File: src/rtl/mafs_pkg.sv
// ----------------------------------------------------------------------------
// mafs_pkg: MPEG audio frame splitter package
// Types, codes and header decode tables used by the splitter module.
// ----------------------------------------------------------------------------
package mafs_pkg;

  localparam int unsigned ByteW = 8;
  localparam int unsigned KbpsW = 9;
  localparam int unsigned HzW   = 16;
  localparam int unsigned LenW  = 12;
  localparam int unsigned NumW  = 26;  // 144 * 448 * 1000 fits in 26 bits
  localparam int unsigned FactW = 18;

  localparam logic [FactW-1:0] FACTOR_L1  = 18'd12000;   // 12 * 1000
  localparam logic [FactW-1:0] FACTOR_L23 = 18'd144000;  // 144 * 1000
  localparam logic [LenW-1:0]  HDR_BYTES  = 12'd4;

  localparam logic [1:0] VER_NONE   = 2'd0;
  localparam logic [1:0] VER_MPEG1  = 2'd1;
  localparam logic [1:0] VER_MPEG2  = 2'd2;
  localparam logic [1:0] VER_MPEG25 = 2'd3;

  localparam logic [1:0] LAYER_NONE = 2'd0;
  localparam logic [1:0] LAYER_1    = 2'd1;
  localparam logic [1:0] LAYER_2    = 2'd2;

  typedef enum logic [2:0] {
    ST_HUNT,
    ST_MUL,
    ST_DIV,
    ST_LEN,
    ST_PAYLOAD
  } state_e;

  typedef enum logic [1:0] {
    STATUS_SKIP    = 2'd0,
    STATUS_HEADER  = 2'd1,
    STATUS_PAYLOAD = 2'd2
  } status_e;

  typedef struct packed {
    logic [ByteW-1:0] out_byte;
    status_e          status;
    logic [1:0]       version_code;
    logic [1:0]       layer_number;
    logic             protection_bit;
    logic [KbpsW-1:0] bitrate_kbps;
    logic [HzW-1:0]   sample_rate_hz;
    logic             padding_bit;
    logic [1:0]       channel_mode;
    logic [LenW-1:0]  frame_bytes;
    logic             last_of_frame;
  } result_t;

  // bitrate tables, entry 15 is the forbidden index
  localparam logic [KbpsW-1:0] KBPS_V1_L1 [16] = '{
    9'd0, 9'd32, 9'd64, 9'd96, 9'd128, 9'd160, 9'd192, 9'd224,
    9'd256, 9'd288, 9'd320, 9'd352, 9'd384, 9'd416, 9'd448, 9'd0};
  localparam logic [KbpsW-1:0] KBPS_V1_L2 [16] = '{
    9'd0, 9'd32, 9'd48, 9'd56, 9'd64, 9'd80, 9'd96, 9'd112,
    9'd128, 9'd160, 9'd192, 9'd224, 9'd256, 9'd320, 9'd384, 9'd0};
  localparam logic [KbpsW-1:0] KBPS_V1_L3 [16] = '{
    9'd0, 9'd32, 9'd40, 9'd48, 9'd56, 9'd64, 9'd80, 9'd96,
    9'd112, 9'd128, 9'd160, 9'd192, 9'd224, 9'd256, 9'd320, 9'd0};
  localparam logic [KbpsW-1:0] KBPS_V2_L1 [16] = '{
    9'd0, 9'd32, 9'd48, 9'd56, 9'd64, 9'd80, 9'd96, 9'd112,
    9'd128, 9'd144, 9'd160, 9'd176, 9'd192, 9'd224, 9'd256, 9'd0};
  localparam logic [KbpsW-1:0] KBPS_V2_L23 [16] = '{
    9'd0, 9'd8, 9'd16, 9'd24, 9'd32, 9'd40, 9'd48, 9'd56,
    9'd64, 9'd80, 9'd96, 9'd112, 9'd128, 9'd144, 9'd160, 9'd0};

  localparam logic [HzW-1:0] RATE_V1 [4] = '{16'd44100, 16'd48000, 16'd32000, 16'd0};
  localparam logic [HzW-1:0] RATE_V25 [4] = '{16'd11025, 16'd12000, 16'd8000, 16'd0};

  function automatic logic [1:0] decode_version(input logic [1:0] code);
    logic [1:0] ver;
    case (code)
      2'd3:    ver = VER_MPEG1;
      2'd2:    ver = VER_MPEG2;
      2'd0:    ver = VER_MPEG25;
      default: ver = VER_NONE;
    endcase
    return ver;
  endfunction

  // 3 -> 1, 2 -> 2, 1 -> 3, 0 -> none
  function automatic logic [1:0] decode_layer(input logic [1:0] code);
    return 2'd0 - code;
  endfunction

  function automatic logic [KbpsW-1:0] decode_kbps(input logic [1:0] ver,
                                                   input logic [1:0] lay,
                                                   input logic [3:0] idx);
    logic [KbpsW-1:0] kbps;
    if (ver == VER_NONE || lay == LAYER_NONE) begin
      kbps = '0;
    end else if (ver == VER_MPEG1) begin
      if (lay == LAYER_1) begin
        kbps = KBPS_V1_L1[idx];
      end else if (lay == LAYER_2) begin
        kbps = KBPS_V1_L2[idx];
      end else begin
        kbps = KBPS_V1_L3[idx];
      end
    end else if (lay == LAYER_1) begin
      kbps = KBPS_V2_L1[idx];
    end else begin
      kbps = KBPS_V2_L23[idx];
    end
    return kbps;
  endfunction

  function automatic logic [HzW-1:0] decode_rate(input logic [1:0] ver,
                                                 input logic [1:0] idx);
    logic [HzW-1:0] hz;
    case (ver)
      VER_MPEG1:  hz = RATE_V1[idx];
      VER_MPEG2:  hz = {RATE_V25[idx][HzW-2:0], 1'b0};
      VER_MPEG25: hz = RATE_V25[idx];
      default:    hz = '0;
    endcase
    return hz;
  endfunction

endpackage

File: src/rtl/mafs_if.sv
// ----------------------------------------------------------------------------
// mafs_if: splitter channel interfaces
// Valid/ready channels for the byte stream in and the result items out.
// ----------------------------------------------------------------------------
interface mafs_in_if;
  logic       valid;
  logic       ready;
  logic [7:0] data_byte;

  modport source (output valid, output data_byte, input ready);
  modport sink (input valid, input data_byte, output ready);
endinterface

interface mafs_out_if;
  logic        valid;
  logic        ready;
  logic [7:0]  out_byte;
  logic [1:0]  status;
  logic [1:0]  version_code;
  logic [1:0]  layer_number;
  logic        protection_bit;
  logic [8:0]  bitrate_kbps;
  logic [15:0] sample_rate_hz;
  logic        padding_bit;
  logic [1:0]  channel_mode;
  logic [11:0] frame_bytes;
  logic        last_of_frame;

  modport source (
    output valid, input ready,
    output out_byte, output status, output version_code, output layer_number,
    output protection_bit, output bitrate_kbps, output sample_rate_hz,
    output padding_bit, output channel_mode, output frame_bytes, output last_of_frame
  );
  modport sink (
    input valid, output ready,
    input out_byte, input status, input version_code, input layer_number,
    input protection_bit, input bitrate_kbps, input sample_rate_hz,
    input padding_bit, input channel_mode, input frame_bytes, input last_of_frame
  );
endinterface

File: src/rtl/mpeg_audio_frame_splitter.sv
// ----------------------------------------------------------------------------
// mpeg_audio_frame_splitter: MPEG audio frame header sync and splitter
// Hunts for a valid frame header in a byte stream, reports the decoded
// header with the frame length, then passes the frame payload through.
// ----------------------------------------------------------------------------
//   channel | dir | handshake     | item
//   in_i    | in  | valid / ready | one stream byte (data_byte)
//   out_o   | out | valid / ready | one result per byte: byte, status, header
//
// A skipped or payload byte is accepted whenever the output register is free.
// A header's last byte starts a multiply step for kbps * factor, then a
// restoring divider by the sample rate (one quotient bit per step), then a
// step to form the length; in_i.ready stays low meanwhile. Reset clears the
// window, the payload count and the output valid flag. A stalled output holds
// the result and blocks the next byte only when the output register is full.
// ----------------------------------------------------------------------------
module mpeg_audio_frame_splitter (
  input logic        clk_i,
  input logic        rst_ni,
  mafs_in_if.sink    in_i,
  mafs_out_if.source out_o
);
  import mafs_pkg::*;

  localparam int unsigned CntW = $clog2(NumW);
  localparam logic [CntW-1:0] CntLast = CntW'(NumW - 1);

  state_e            state_q, state_d;
  logic [31:0]       window_q, window_d;
  logic [LenW-1:0]   left_q, left_d;
  logic [NumW-1:0]   num_q, num_d;
  logic [HzW-1:0]    rem_q, rem_d;
  logic [HzW-1:0]    hz_q, hz_d;
  logic [CntW-1:0]   cnt_q, cnt_d;
  result_t           out_q, out_d;
  logic              out_valid_q, out_valid_d;

  logic              out_free, take_ok, accept, out_load;

  // hunt-side decode of the shifted window
  logic [31:0]       win_sh;
  logic [1:0]        ver_s, lay_s;
  logic [KbpsW-1:0]  kbps_s;
  logic [HzW-1:0]    hz_s;
  logic              hdr_ok;

  // decode of the held header
  logic [1:0]        ver_h, lay_h;
  logic [KbpsW-1:0]  kbps_h;
  logic [FactW-1:0]  factor;
  logic [KbpsW+FactW-1:0] prod;

  // divider step
  logic [HzW:0]      rem_sh, rem_diff;
  logic              rem_ge;

  logic [LenW-1:0]   len_sum, len;

  assign out_free = !out_valid_q || out_o.ready;
  assign take_ok  = (state_q == ST_HUNT || state_q == ST_PAYLOAD) && out_free;
  assign accept   = in_i.valid && take_ok;
  assign in_i.ready = take_ok;

  assign win_sh = {window_q[23:0], in_i.data_byte};
  assign ver_s  = decode_version(win_sh[20:19]);
  assign lay_s  = decode_layer(win_sh[18:17]);
  assign kbps_s = decode_kbps(ver_s, lay_s, win_sh[15:12]);
  assign hz_s   = decode_rate(ver_s, win_sh[11:10]);
  assign hdr_ok = (win_sh[31:21] == '1) && (ver_s != VER_NONE) && (lay_s != LAYER_NONE)
                  && (kbps_s != '0) && (hz_s != '0);

  assign ver_h  = decode_version(window_q[20:19]);
  assign lay_h  = decode_layer(window_q[18:17]);
  assign kbps_h = decode_kbps(ver_h, lay_h, window_q[15:12]);
  assign factor = (lay_h == LAYER_1) ? FACTOR_L1 : FACTOR_L23;
  assign prod   = kbps_h * factor;

  assign rem_sh   = {rem_q, num_q[NumW-1]};
  assign rem_diff = rem_sh - {1'b0, hz_q};
  assign rem_ge   = rem_sh >= {1'b0, hz_q};

  assign len_sum = num_q[LenW-1:0] + LenW'(window_q[9]);
  assign len     = (lay_h == LAYER_1) ? {len_sum[LenW-3:0], 2'b00} : len_sum;

  // next state
  always_comb begin
    state_d = state_q;
    case (state_q)
      ST_HUNT: begin
        if (accept && hdr_ok) begin
          state_d = ST_MUL;
        end
      end
      ST_MUL: state_d = ST_DIV;
      ST_DIV: begin
        if (cnt_q == CntLast) begin
          state_d = ST_LEN;
        end
      end
      ST_LEN: begin
        if (out_free) begin
          state_d = ST_PAYLOAD;
        end
      end
      ST_PAYLOAD: begin
        if (accept && left_q <= LenW'(1)) begin
          state_d = ST_HUNT;
        end
      end
      default: state_d = ST_HUNT;
    endcase
  end

  // datapath and output register
  always_comb begin
    window_d = window_q;
    left_d   = left_q;
    num_d    = num_q;
    rem_d    = rem_q;
    hz_d     = hz_q;
    cnt_d    = cnt_q;
    out_d    = out_q;
    out_load = 1'b0;
    case (state_q)
      ST_HUNT: begin
        if (accept) begin
          window_d = win_sh;
          if (!hdr_ok) begin
            out_load       = 1'b1;
            out_d          = '0;
            out_d.out_byte = in_i.data_byte;
            out_d.status   = STATUS_SKIP;
          end
        end
      end
      ST_MUL: begin
        num_d = prod[NumW-1:0];
        rem_d = '0;
        hz_d  = decode_rate(ver_h, window_q[11:10]);
        cnt_d = '0;
      end
      ST_DIV: begin
        num_d = {num_q[NumW-2:0], rem_ge};
        rem_d = rem_ge ? rem_diff[HzW-1:0] : rem_sh[HzW-1:0];
        cnt_d = cnt_q + CntW'(1);
      end
      ST_LEN: begin
        if (out_free) begin
          out_load             = 1'b1;
          out_d.out_byte       = window_q[7:0];
          out_d.status         = STATUS_HEADER;
          out_d.version_code   = ver_h;
          out_d.layer_number   = lay_h;
          out_d.protection_bit = window_q[16];
          out_d.bitrate_kbps   = kbps_h;
          out_d.sample_rate_hz = hz_q;
          out_d.padding_bit    = window_q[9];
          out_d.channel_mode   = window_q[7:6];
          out_d.frame_bytes    = len;
          out_d.last_of_frame  = 1'b0;
          left_d = (len > HDR_BYTES) ? len - HDR_BYTES : '0;
        end
      end
      ST_PAYLOAD: begin
        if (accept) begin
          out_load       = 1'b1;
          out_d          = '0;
          out_d.out_byte = in_i.data_byte;
          out_d.status   = STATUS_PAYLOAD;
          if (left_q <= LenW'(1)) begin
            // frame done: drop the window and hunt again
            out_d.last_of_frame = 1'b1;
            left_d   = '0;
            window_d = '0;
          end else begin
            left_d = left_q - LenW'(1);
          end
        end
      end
      default: ;
    endcase
    out_valid_d = out_load || (out_valid_q && !out_o.ready);
  end

  always_ff @(posedge clk_i or negedge rst_ni) begin
    if (!rst_ni) begin
      state_q     <= ST_HUNT;
      window_q    <= '0;
      left_q      <= '0;
      cnt_q       <= '0;
      out_valid_q <= 1'b0;
    end else begin
      state_q     <= state_d;
      window_q    <= window_d;
      left_q      <= left_d;
      cnt_q       <= cnt_d;
      out_valid_q <= out_valid_d;
    end
  end

  always_ff @(posedge clk_i) begin
    num_q <= num_d;
    rem_q <= rem_d;
    hz_q  <= hz_d;
    out_q <= out_d;
  end

  assign out_o.valid          = out_valid_q;
  assign out_o.out_byte       = out_q.out_byte;
  assign out_o.status         = out_q.status;
  assign out_o.version_code   = out_q.version_code;
  assign out_o.layer_number   = out_q.layer_number;
  assign out_o.protection_bit = out_q.protection_bit;
  assign out_o.bitrate_kbps   = out_q.bitrate_kbps;
  assign out_o.sample_rate_hz = out_q.sample_rate_hz;
  assign out_o.padding_bit    = out_q.padding_bit;
  assign out_o.channel_mode   = out_q.channel_mode;
  assign out_o.frame_bytes    = out_q.frame_bytes;
  assign out_o.last_of_frame  = out_q.last_of_frame;

  // a header byte starts the length computation and produces no item yet
  assert property (@(posedge clk_i) disable iff (!rst_ni)
    (accept && state_q == ST_HUNT && hdr_ok) |=> (state_q == ST_MUL && !out_load))
    else $error("header byte did not start length computation");

  // the divider hands over to the length step after its last quotient bit
  assert property (@(posedge clk_i) disable iff (!rst_ni)
    (state_q == ST_DIV && cnt_q == CntLast) |=> (state_q == ST_LEN))
    else $error("divider did not finish after its last step");

  // while passing payload the window still holds the sync pattern
  assert property (@(posedge clk_i) disable iff (!rst_ni)
    (state_q == ST_PAYLOAD) |-> (window_q[31:21] == '1))
    else $error("payload without a held header");

  // the last payload byte clears the window and returns to hunting
  assert property (@(posedge clk_i) disable iff (!rst_ni)
    (accept && state_q == ST_PAYLOAD && left_q <= LenW'(1))
      |=> (state_q == ST_HUNT && window_q == '0 && out_q.last_of_frame))
    else $error("frame end not handled");

endmodule
File: src/flat_wrapper.sv
// flat-port wrapper written by rule: the top's interface ports become plain ports
module mpeg_audio_frame_splitter_flat import mafs_pkg::*;
  (clk_i, rst_ni, in_i_valid, in_i_data_byte, in_i_ready, out_o_valid, out_o_ready, out_o_out_byte, out_o_status, out_o_version_code, out_o_layer_number, out_o_protection_bit, out_o_bitrate_kbps, out_o_sample_rate_hz, out_o_padding_bit, out_o_channel_mode, out_o_frame_bytes, out_o_last_of_frame);
  mafs_in_if in_i_i ();
  mafs_out_if out_o_i ();
  input logic clk_i;
  input logic rst_ni;
  input wire logic [$bits(in_i_i.valid)-1:0] in_i_valid;
  input wire logic [$bits(in_i_i.data_byte)-1:0] in_i_data_byte;
  output wire logic [$bits(in_i_i.ready)-1:0] in_i_ready;
  output wire logic [$bits(out_o_i.valid)-1:0] out_o_valid;
  input wire logic [$bits(out_o_i.ready)-1:0] out_o_ready;
  output wire logic [$bits(out_o_i.out_byte)-1:0] out_o_out_byte;
  output wire logic [$bits(out_o_i.status)-1:0] out_o_status;
  output wire logic [$bits(out_o_i.version_code)-1:0] out_o_version_code;
  output wire logic [$bits(out_o_i.layer_number)-1:0] out_o_layer_number;
  output wire logic [$bits(out_o_i.protection_bit)-1:0] out_o_protection_bit;
  output wire logic [$bits(out_o_i.bitrate_kbps)-1:0] out_o_bitrate_kbps;
  output wire logic [$bits(out_o_i.sample_rate_hz)-1:0] out_o_sample_rate_hz;
  output wire logic [$bits(out_o_i.padding_bit)-1:0] out_o_padding_bit;
  output wire logic [$bits(out_o_i.channel_mode)-1:0] out_o_channel_mode;
  output wire logic [$bits(out_o_i.frame_bytes)-1:0] out_o_frame_bytes;
  output wire logic [$bits(out_o_i.last_of_frame)-1:0] out_o_last_of_frame;
  assign in_i_i.valid = in_i_valid;
  assign in_i_i.data_byte = in_i_data_byte;
  assign in_i_ready = in_i_i.ready;
  assign out_o_valid = out_o_i.valid;
  assign out_o_i.ready = out_o_ready;
  assign out_o_out_byte = out_o_i.out_byte;
  assign out_o_status = out_o_i.status;
  assign out_o_version_code = out_o_i.version_code;
  assign out_o_layer_number = out_o_i.layer_number;
  assign out_o_protection_bit = out_o_i.protection_bit;
  assign out_o_bitrate_kbps = out_o_i.bitrate_kbps;
  assign out_o_sample_rate_hz = out_o_i.sample_rate_hz;
  assign out_o_padding_bit = out_o_i.padding_bit;
  assign out_o_channel_mode = out_o_i.channel_mode;
  assign out_o_frame_bytes = out_o_i.frame_bytes;
  assign out_o_last_of_frame = out_o_i.last_of_frame;
  mpeg_audio_frame_splitter u_core (.clk_i(clk_i), .rst_ni(rst_ni), .in_i(in_i_i), .out_o(out_o_i));
endmodule
File: config.mk
export PLATFORM = sky130hd
export DESIGN_NAME = mpeg_audio_frame_splitter_flat
export DESIGN_NICKNAME = d
export VERILOG_FILES = /design/src/rtl/mafs_pkg.sv /design/src/rtl/mafs_if.sv /design/src/rtl/mpeg_audio_frame_splitter.sv /design/src/flat_wrapper.sv
export SDC_FILE = /design/constraint.sdc
export NUM_CORES = 1
export LEC_CHECK = 0
export BUFFER_PORTS_ARGS = -buffer_cell sky130_fd_sc_hd__clkbuf_2
export CORE_UTILIZATION = 55
export DETAILED_ROUTE_END_ITERATION = 8
export HOLD_SLACK_MARGIN = 0.08
export MAX_ROUTING_LAYER = met4
export PLACE_DENSITY = 0.78
export SLEW_MARGIN = 15
export SYNTH_ARGS = -nofsm -noshare
export SYNTH_HDL_FRONTEND = slang
export SYNTH_SLANG_ARGS = --single-unit
File: constraint.sdc
create_clock -name clk_i -period 6.9 [get_ports clk_i]
set_input_delay 1.035 -clock clk_i [delete_from_list [all_inputs] [get_ports clk_i]]
set_output_delay 1.035 -clock clk_i [all_outputs]
set_load 0.1 [all_outputs]
Word-level counts from Yosys, hierarchy flattened
Memories as Yosys holds them, arrays and structs flattened.
Cells that the tools add are included.
Widths: inputs -> output; s select.
{"block": "totals", "register_bits": 159, "latchBits": 0, "ramBits": 0, "rom_bits": 1440, "in_bits": 12, "output_inout_bits": 58, "elab_cells": 188, "mem_count": 10}
{"block": "op_classes", "addsub": 7, "n_mul": 1, "div_mod_pow": 0, "order_cmp": 7, "eq_ne": 28, "shifts": 0, "n_mux": 77, "n_bitwise": 4, "reduce_logical": 35}
{"name": "(no name shown)", "words": 16, "width": 9, "read_ports": 1, "rd_ports_with_merged_regs": 0, "write_ports": 0, "line_no": "mafs_pkg.sv:99", "source": "kbps = KBPS_V1_L1[idx];"}
{"name": "(no name shown)", "words": 16, "width": 9, "read_ports": 1, "rd_ports_with_merged_regs": 0, "write_ports": 0, "line_no": "mafs_pkg.sv:99"}
{"name": "(no name shown)", "words": 16, "width": 9, "read_ports": 1, "rd_ports_with_merged_regs": 0, "write_ports": 0, "line_no": "mafs_pkg.sv:101", "source": "kbps = KBPS_V1_L2[idx];"}
{"name": "(no name shown)", "words": 16, "width": 9, "read_ports": 1, "rd_ports_with_merged_regs": 0, "write_ports": 0, "line_no": "mafs_pkg.sv:103", "source": "kbps = KBPS_V1_L3[idx];"}
{"name": "(no name shown)", "words": 16, "width": 9, "read_ports": 1, "rd_ports_with_merged_regs": 0, "write_ports": 0, "line_no": "mafs_pkg.sv:101"}
{"name": "(no name shown)", "words": 16, "width": 9, "read_ports": 1, "rd_ports_with_merged_regs": 0, "write_ports": 0, "line_no": "mafs_pkg.sv:106", "source": "kbps = KBPS_V2_L1[idx];"}
{"name": "4 more memories"}
{"cell": "$mux 9", "count": 30}
{"cell": "$mux 56", "count": 4}
{"cell": "$pmux 56 s3", "count": 1}
{"cell": "$mux 16", "count": 9}
{"cell": "$bmux 16 s2", "count": 4}
{"cell": "$pmux 16 s3", "count": 2}
{"cell": "$mux 24", "count": 3}
{"cell": "$mux 12", "count": 5}
{"cell": "$pmux 26 s2", "count": 1}
{"cell": "$pmux 24 s2", "count": 1}
{"cell": "$pmux 16 s2", "count": 1}
{"cell": "$mul 9x18->26", "count": 1}
{"cell": "$pmux 12 s2", "count": 1}
{"cell": "$eq 2x2->1 const B", "count": 10}
{"cell": "$mux 18", "count": 1}
{"cell": "$ge 17x16->1", "count": 1}
{"cell": "$reduce_bool 16->1", "count": 1}
{"cell": "$sub 16x16->16", "count": 1}
{"cell": "$pmux 3 s5", "count": 1}
{"cell": "$add 12x1->12", "count": 1}
{"cell": "$gt 12x3->1 const B", "count": 1}
{"cell": "$le 12x1->1 const B", "count": 1}
{"cell": "$logic_not 2->1", "count": 6}
{"cell": "$mux 3", "count": 4}
{"cell": "other kinds (30)", "count": 68}

Depth between registers and ports, before layout
{"block": "depth", "word_depth": 15, "depth_mapped": 26}

Least setup slack after synthesis
OpenSTA, ideal clock, no wires.
{"block": "synth_timing", "path_kind": "register -> register", "startpoint": "register u_core.window_q[5]", "endpoint": "register u_core.out_q (netlist bit u_core.out_o.bitrate_kbps[3]), enable pin", "t_arrival_ns": 5.204, "required_time_ns": 6.370, "path_slack_ns": 1.166, "path_stages_with_launch": 9, "cell_sequence": "dfrtp_1 > inv_1 > ha_1 > and3b_1 > nand3b_1 > a311oi_1 > o21bai_1 > a21oi_1 > o21ai_0"}
{"block": "synth_between", "elab_chain_len": 13, "word_cells_on_any_way": 26, "classes_between": "eq/ne (1); mux (15); bitwise (1); reduce/logical (4); memory (5)"}
{"item": "start, declared", "line_no": "mpeg_audio_frame_splitter.sv:29", "source": "logic [31:0] window_q, window_d;"}
{"item": "start signal, assigned", "line_no": "mpeg_audio_frame_splitter.sv:194", "source": "window_q <= window_d;"}
{"item": "$not 4->5 (not written as such) *"}
{"item": "$mem_v2 16x9 (on tied branches)"}
{"item": "$mux 9 (on tied branches) (2 in a row)", "line_no": "mafs_pkg.sv:103, mafs_pkg.sv:101"}
{"item": "$mux 9", "line_no": "mafs_pkg.sv:100", "source": "end else if (lay == LAYER_2) begin"}
{"item": "$mux 9", "line_no": "mafs_pkg.sv:98", "source": "if (lay == LAYER_1) begin"}
{"item": "$mux 9 *", "line_no": "mafs_pkg.sv:97", "source": "end else if (ver == VER_MPEG1) begin"}
{"item": "$mux 9 *", "line_no": "mafs_pkg.sv:95", "source": "if (ver == VER_NONE || lay == LAYER_NONE) begin"}
{"item": "$reduce_bool 9->1 *", "line_no": "mpeg_audio_frame_splitter.sv:70", "source": "&& (kbps_s != '0) && (hz_s != '0);"}
{"item": "$logic_and 1x1->1 * (2 in a row)", "line_no": "mpeg_audio_frame_splitter.sv:70"}
{"item": "$ne 2x2->1 (no source line) *"}
{"item": "$reduce_and 5->1 (no source line) *"}
{"item": "end signal, assigned", "line_no": "mpeg_audio_frame_splitter.sv:205", "source": "out_q <= out_d;"}
{"item": "end, declared", "line_no": "mpeg_audio_frame_splitter.sv:35", "source": "result_t out_q, out_d;"}
Mark *: on every way between the ends. The rest lies on a longest branch, timed or not. The select of a mux whose other input is x is not followed.
A chain may end at the register's enable or synchronous reset.

Worst setup path after layout
{"block": "layout_timing", "startpoint": "register u_core.window_q[17]", "endpoint": "register u_core.num_q[25], data pin"}
{"block": "layout_between", "elab_chain_len": 8, "word_cells_on_any_way": 13, "classes_between": "add/sub (1); mul (1); eq/ne (2); mux (7); reduce/logical (2)"}
{"item": "$sub 1x2->2 *", "line_no": "mafs_pkg.sv:88", "source": "return 2'd0 - code;"}
{"item": "$eq 2x2->1", "line_no": "mafs_pkg.sv:100"}
{"item": "$mux 9", "line_no": "mafs_pkg.sv:100"}
{"item": "$mux 9", "line_no": "mafs_pkg.sv:98"}
{"item": "$mux 9", "line_no": "mafs_pkg.sv:97"}
{"item": "$mux 9", "line_no": "mafs_pkg.sv:95"}
{"item": "$mul 9x18->26 *", "line_no": "mpeg_audio_frame_splitter.sv:76", "source": "assign prod = kbps_h * factor;"}
{"item": "$pmux 26 s2 *", "line_no": "mpeg_audio_frame_splitter.sv:124", "source": "case (state_q)"}
{"item": "net u_core.num_d[25]", "line_no": "mpeg_audio_frame_splitter.sv:31", "source": "logic [NumW-1:0] num_q, num_d;"}
{"item": "end signal, assigned", "line_no": "mpeg_audio_frame_splitter.sv:202", "source": "num_q <= num_d;"}
{"item": "end, declared", "line_no": "mpeg_audio_frame_splitter.sv:31"}
Mark *: on every way through the listed nets, which the timed path passes. The rest lies on a longest branch.

==> impl_metrics.env <==
export IMPL_status="completed"
export IMPL_clk_pin_slew_ps=70
export IMPL_finClkSkew_ps=6.52
export IMPL_yosysSeqAreaShare_pct=39.9
export IMPL_ctsHoldBuffers=0
export IMPL_antenna_left=0
export IMPL_grt_use_total_pct=26.1
export IMPL_grt_first_pass_wirelength_um=40300
export IMPL_hp_start="u_core.window_q[8]"
export IMPL_final_nets=1310
export IMPL_worstSetupStartpointType="register"
export IMPL_crit_fanout=13
export IMPL_wl_um=24300
export IMPL_cts_tree="done"
export IMPL_core_area_mm2=0.0194
export IMPL_portBuffers=65
export IMPL_required_ps=7050
export IMPL_ioPinCount=70
export IMPL_synth_top_flop_cell="edfxtp_1"
export IMPL_synth_async_reset_ratio_pct=29.6
export IMPL_yosys_warnings=0
export IMPL_min_path_cells=2
export IMPL_clk_latency_ps=430
export IMPL_place_congestion=0.971
export IMPL_fin_crit_ps=6320
export IMPL_reg2reg_to="u_core.num_q[25]"
export IMPL_hold_class="reg -> reg"
export IMPL_hold_viol=0
export IMPL_placementRows=51
export IMPL_grt_max_degree=49
export IMPL_multi_input_area_mm2=0.00598
export IMPL_syn_avg_cell_area_um2=9.56
export IMPL_power_mw=4.12
export IMPL_drc=0
export IMPL_vias_per_cell=5.88
export IMPL_cts_buffer_depth=2
export IMPL_routedWlPerCell_um=16.8
export IMPL_crit_path_frequent_cell="ha_1"
export IMPL_post_cts_setup_buffer_count=0
export IMPL_path_cells="inv_1 -> ha_1 -> nor2_1 -> a221oi_1 -> nor2_1 -> a2111oi_2 -> xnor2_1 -> nor2_1 -> ha_1 -> inv_1 -> fa_1 -> inv_1 -> fa_1 -> ha_1 -> ha_1 -> a211oi_1 -> o211ai_1 -> a21o_1 -> a221oi_1 -> a21oi_1 -> xnor2_1 -> a21oi_1"
export IMPL_worst_slew_pin_transition_ps=1040
export IMPL_post_cts_resized=0
export IMPL_die_y_um=143
export IMPL_drv_cap=0
export IMPL_mostFrequentLayoutCells="141 x nand2_1, 111 x nor2_1, 107 x edfxtp_1, 102 x ha_1, 82 x inv_1"
export IMPL_grt_remaining_overflow=0
export IMPL_vdd_drop_max_v=0.000227
export IMPL_nFillCells=1623
export IMPL_regArea_mm2=0.00434
export IMPL_leakagePower_nw=5.33
export IMPL_cts_buffers=17
export IMPL_drt_initial_drc_count=716
export IMPL_ys_ff_latch=152
export IMPL_r2r_start="u_core.window_q[17]"
export IMPL_synth_top_cell_by_area="edfxtp_1"
export IMPL_reg2reg_slack_ps=580
export IMPL_crit_arrival_ps=6470
export IMPL_antenna_found_initial=0
export IMPL_tns_ps=0
export IMPL_dp_final_hpwl_um=16900
export IMPL_worst_setup_path_type="reg -> reg"
export IMPL_setup_viol=0
export IMPL_relSlewSlack_pct=30.7
export IMPL_final_cells=1453
export IMPL_placed_cells=1421
export IMPL_cts_num_sinks=152
export IMPL_die_area_mm2=0.0203
export IMPL_critical_path_endpoint_type="register"
export IMPL_cp_slowest_stage_delay_ps=590
export IMPL_diodes=0
export IMPL_layout_drive_gt1_share_pct=11.5
export IMPL_grt_pass1_vias=8039
export IMPL_rsz0062_at_grt="no"
export IMPL_die_width_um=143
export IMPL_fin_crit_sh_pct=91.6
export IMPL_start_util_pct=56.1
export IMPL_syn_to_final_growth_pct=9.91
export IMPL_synthTopCellsByArea="edfxtp_1 30%, ha_1 12%, dfrtp_1 10%"
export IMPL_synth_cell_types=86
export IMPL_synth_top_area_share_pct=29.5
export IMPL_syn_area_mm2=0.0109
export IMPL_final_max_slew_viol_count=0
export IMPL_holdPathEnd="u_core.window_q[8]"
export IMPL_fmax_ghz=0.158
export IMPL_syn_instance_count=1138
export IMPL_power_density_mw_per_mm2=345
export IMPL_clockRootBuffer="clkbuf_16"
export IMPL_crit_path_top_delay_cell="a2111oi_2"
export IMPL_final_common_cell="nand2_1"
export IMPL_reg2regPathDepth=22
export IMPL_vias=8541
export IMPL_synth_edff_count=107
export IMPL_cts_htree_levels=4
export IMPL_drtPass1Iterations=5
[flip-flops by register name, summed over array words and instances (netlist names)]
signal,count
u_core.out_o.channel_mode,2
u_core.out_o.sample_rate_hz,14
u_core.out_o.frame_bytes,12
u_core.rem_q,16
u_core.out_o.last_of_frame,1
u_core.hz_q,14
u_core.out_o.out_byte,8
u_core.out_o.status,2
u_core.window_q,24
u_core.num_q,26
u_core.out_o.valid,1
u_core.out_o.protection_bit,1
u_core.out_o.version_code,2
u_core.out_o.padding_bit,1
u_core.state_q,3
u_core.out_o.bitrate_kbps,6
u_core.left_q,12
u_core.out_o.layer_number,2
u_core.cnt_q,5
[layer usage]
layer,vias to the layer above,part of all wire (%),GRT usage (%)
met3,50,5.3,3.82
li1,4118,-,-
met4,0,2.3,9.68
met2,297,48,41.2
met1,4076,44,34.2
met5,-,0,-
[area by class of cell]
class | instances | share of cell area, %
clock inverter | 11 | 1.08
timing repair buffer | 73 | 3.22
clock buffer | 21 | 4.04
multi-input combinational | 849 | 50.0
inverter | 82 | 2.57
tap | 265 | 2.77
sequential | 152 | 36.3
[worst max path at each step]
stage	startpoint	end	slack, ps	cells after the start
after global placement	u_core.window_q[17]	u_core.num_q[25]	800	22
after global routing	u_core.window_q[17]	u_core.num_q[25]	160	22
final	u_core.window_q[17]	u_core.num_q[25]	580	22
after floorplan	u_core.window_q[5]	u_core.out_o.bitrate_kbps[3]	1170	8
after detailed placement	u_core.window_q[17]	u_core.num_q[25]	620	22
after CTS	u_core.window_q[17]	u_core.num_q[25]	580	22
[Yosys cell counts (all sizes together), types with 4 or more instances]
library cell and number:
xor2 17, or2 5, nand2b 13, o21bai 7, inv 82, a31oi 5
a21o 17, nor2 111, nor2b 9, or3 6, a21oi 54, mux2 4
o221ai 9, ha 102, nand4 12, and3 11, edfxtp 107, a211o 4
nand3b 4, nand3 21, o22ai 6, and2 24, a311oi 4, buf 26
xnor2 20, o31ai 13, nor4 6, nand2 141, a211oi 14, o21a 9
a222oi 4, nor3 22, dfrtp 45, fa 21, clkbuf 32, o21ai 79
a221oi 5, nor3b 7, o211ai 5, mux2i 17
[worst max-delay path: cells and delay by family, from the launching register on]
kind                     cells  cell delay (ps)
AO/OA/AOI/OAI                8             2270
XOR/XNOR                     2              350
AND/OR/NAND/NOR              3              300
flip-flops                   1              410
adder cells (fa/ha/maj)      6             2460
buffers and inverters        3              240
[cells by family (layout without fill, tap and decap cells)]
| group | count (synthesis) | in the layout | share of synthesized area (%) |
|---|---|---|---|
| other | 1 | 4 | 0.0345 |
| flip-flops | 152 | 152 | 39.9 |
| multiplexers | 21 | 21 | 2.01 |
| AO/OA/AOI/OAI | 264 | 264 | 16.5 |
| XOR/XNOR | 37 | 37 | 2.98 |
| AND/OR/NAND/NOR | 400 | 400 | 17.5 |
| buffers and inverters | 140 | 187 | 5.49 |
| adder cells (fa/ha/maj) | 123 | 123 | 15.6 |
[stage by stage]
| stage | util (%) | area, µm² | hold slack, ps | setup slack, ps |
|---|---|---|---|---|
| floorplan | - | 10900 | 450 | 1170 |
| finish | 61.6 | 12000 | 482 | 581 |
| CTS | 61.6 | 12000 | 485 | 578 |
| global placement | 58.5 | 11300 | 467 | 805 |
| detailed placement | 58.5 | 11300 | 471 | 615 |
| global route | 61.6 | 12000 | 529 | 164 |
[power by group]
group | total (mW) | switching [mW] | internal, mW | leakage [nW]
combinational | 1.81 | 1.14 | 0.665 | 3.49
clock | 0.977 | 0.395 | 0.581 | 0.302
sequential | 1.34 | 0.210 | 1.13 | 1.54
Power figures use the tool's default switching activity.
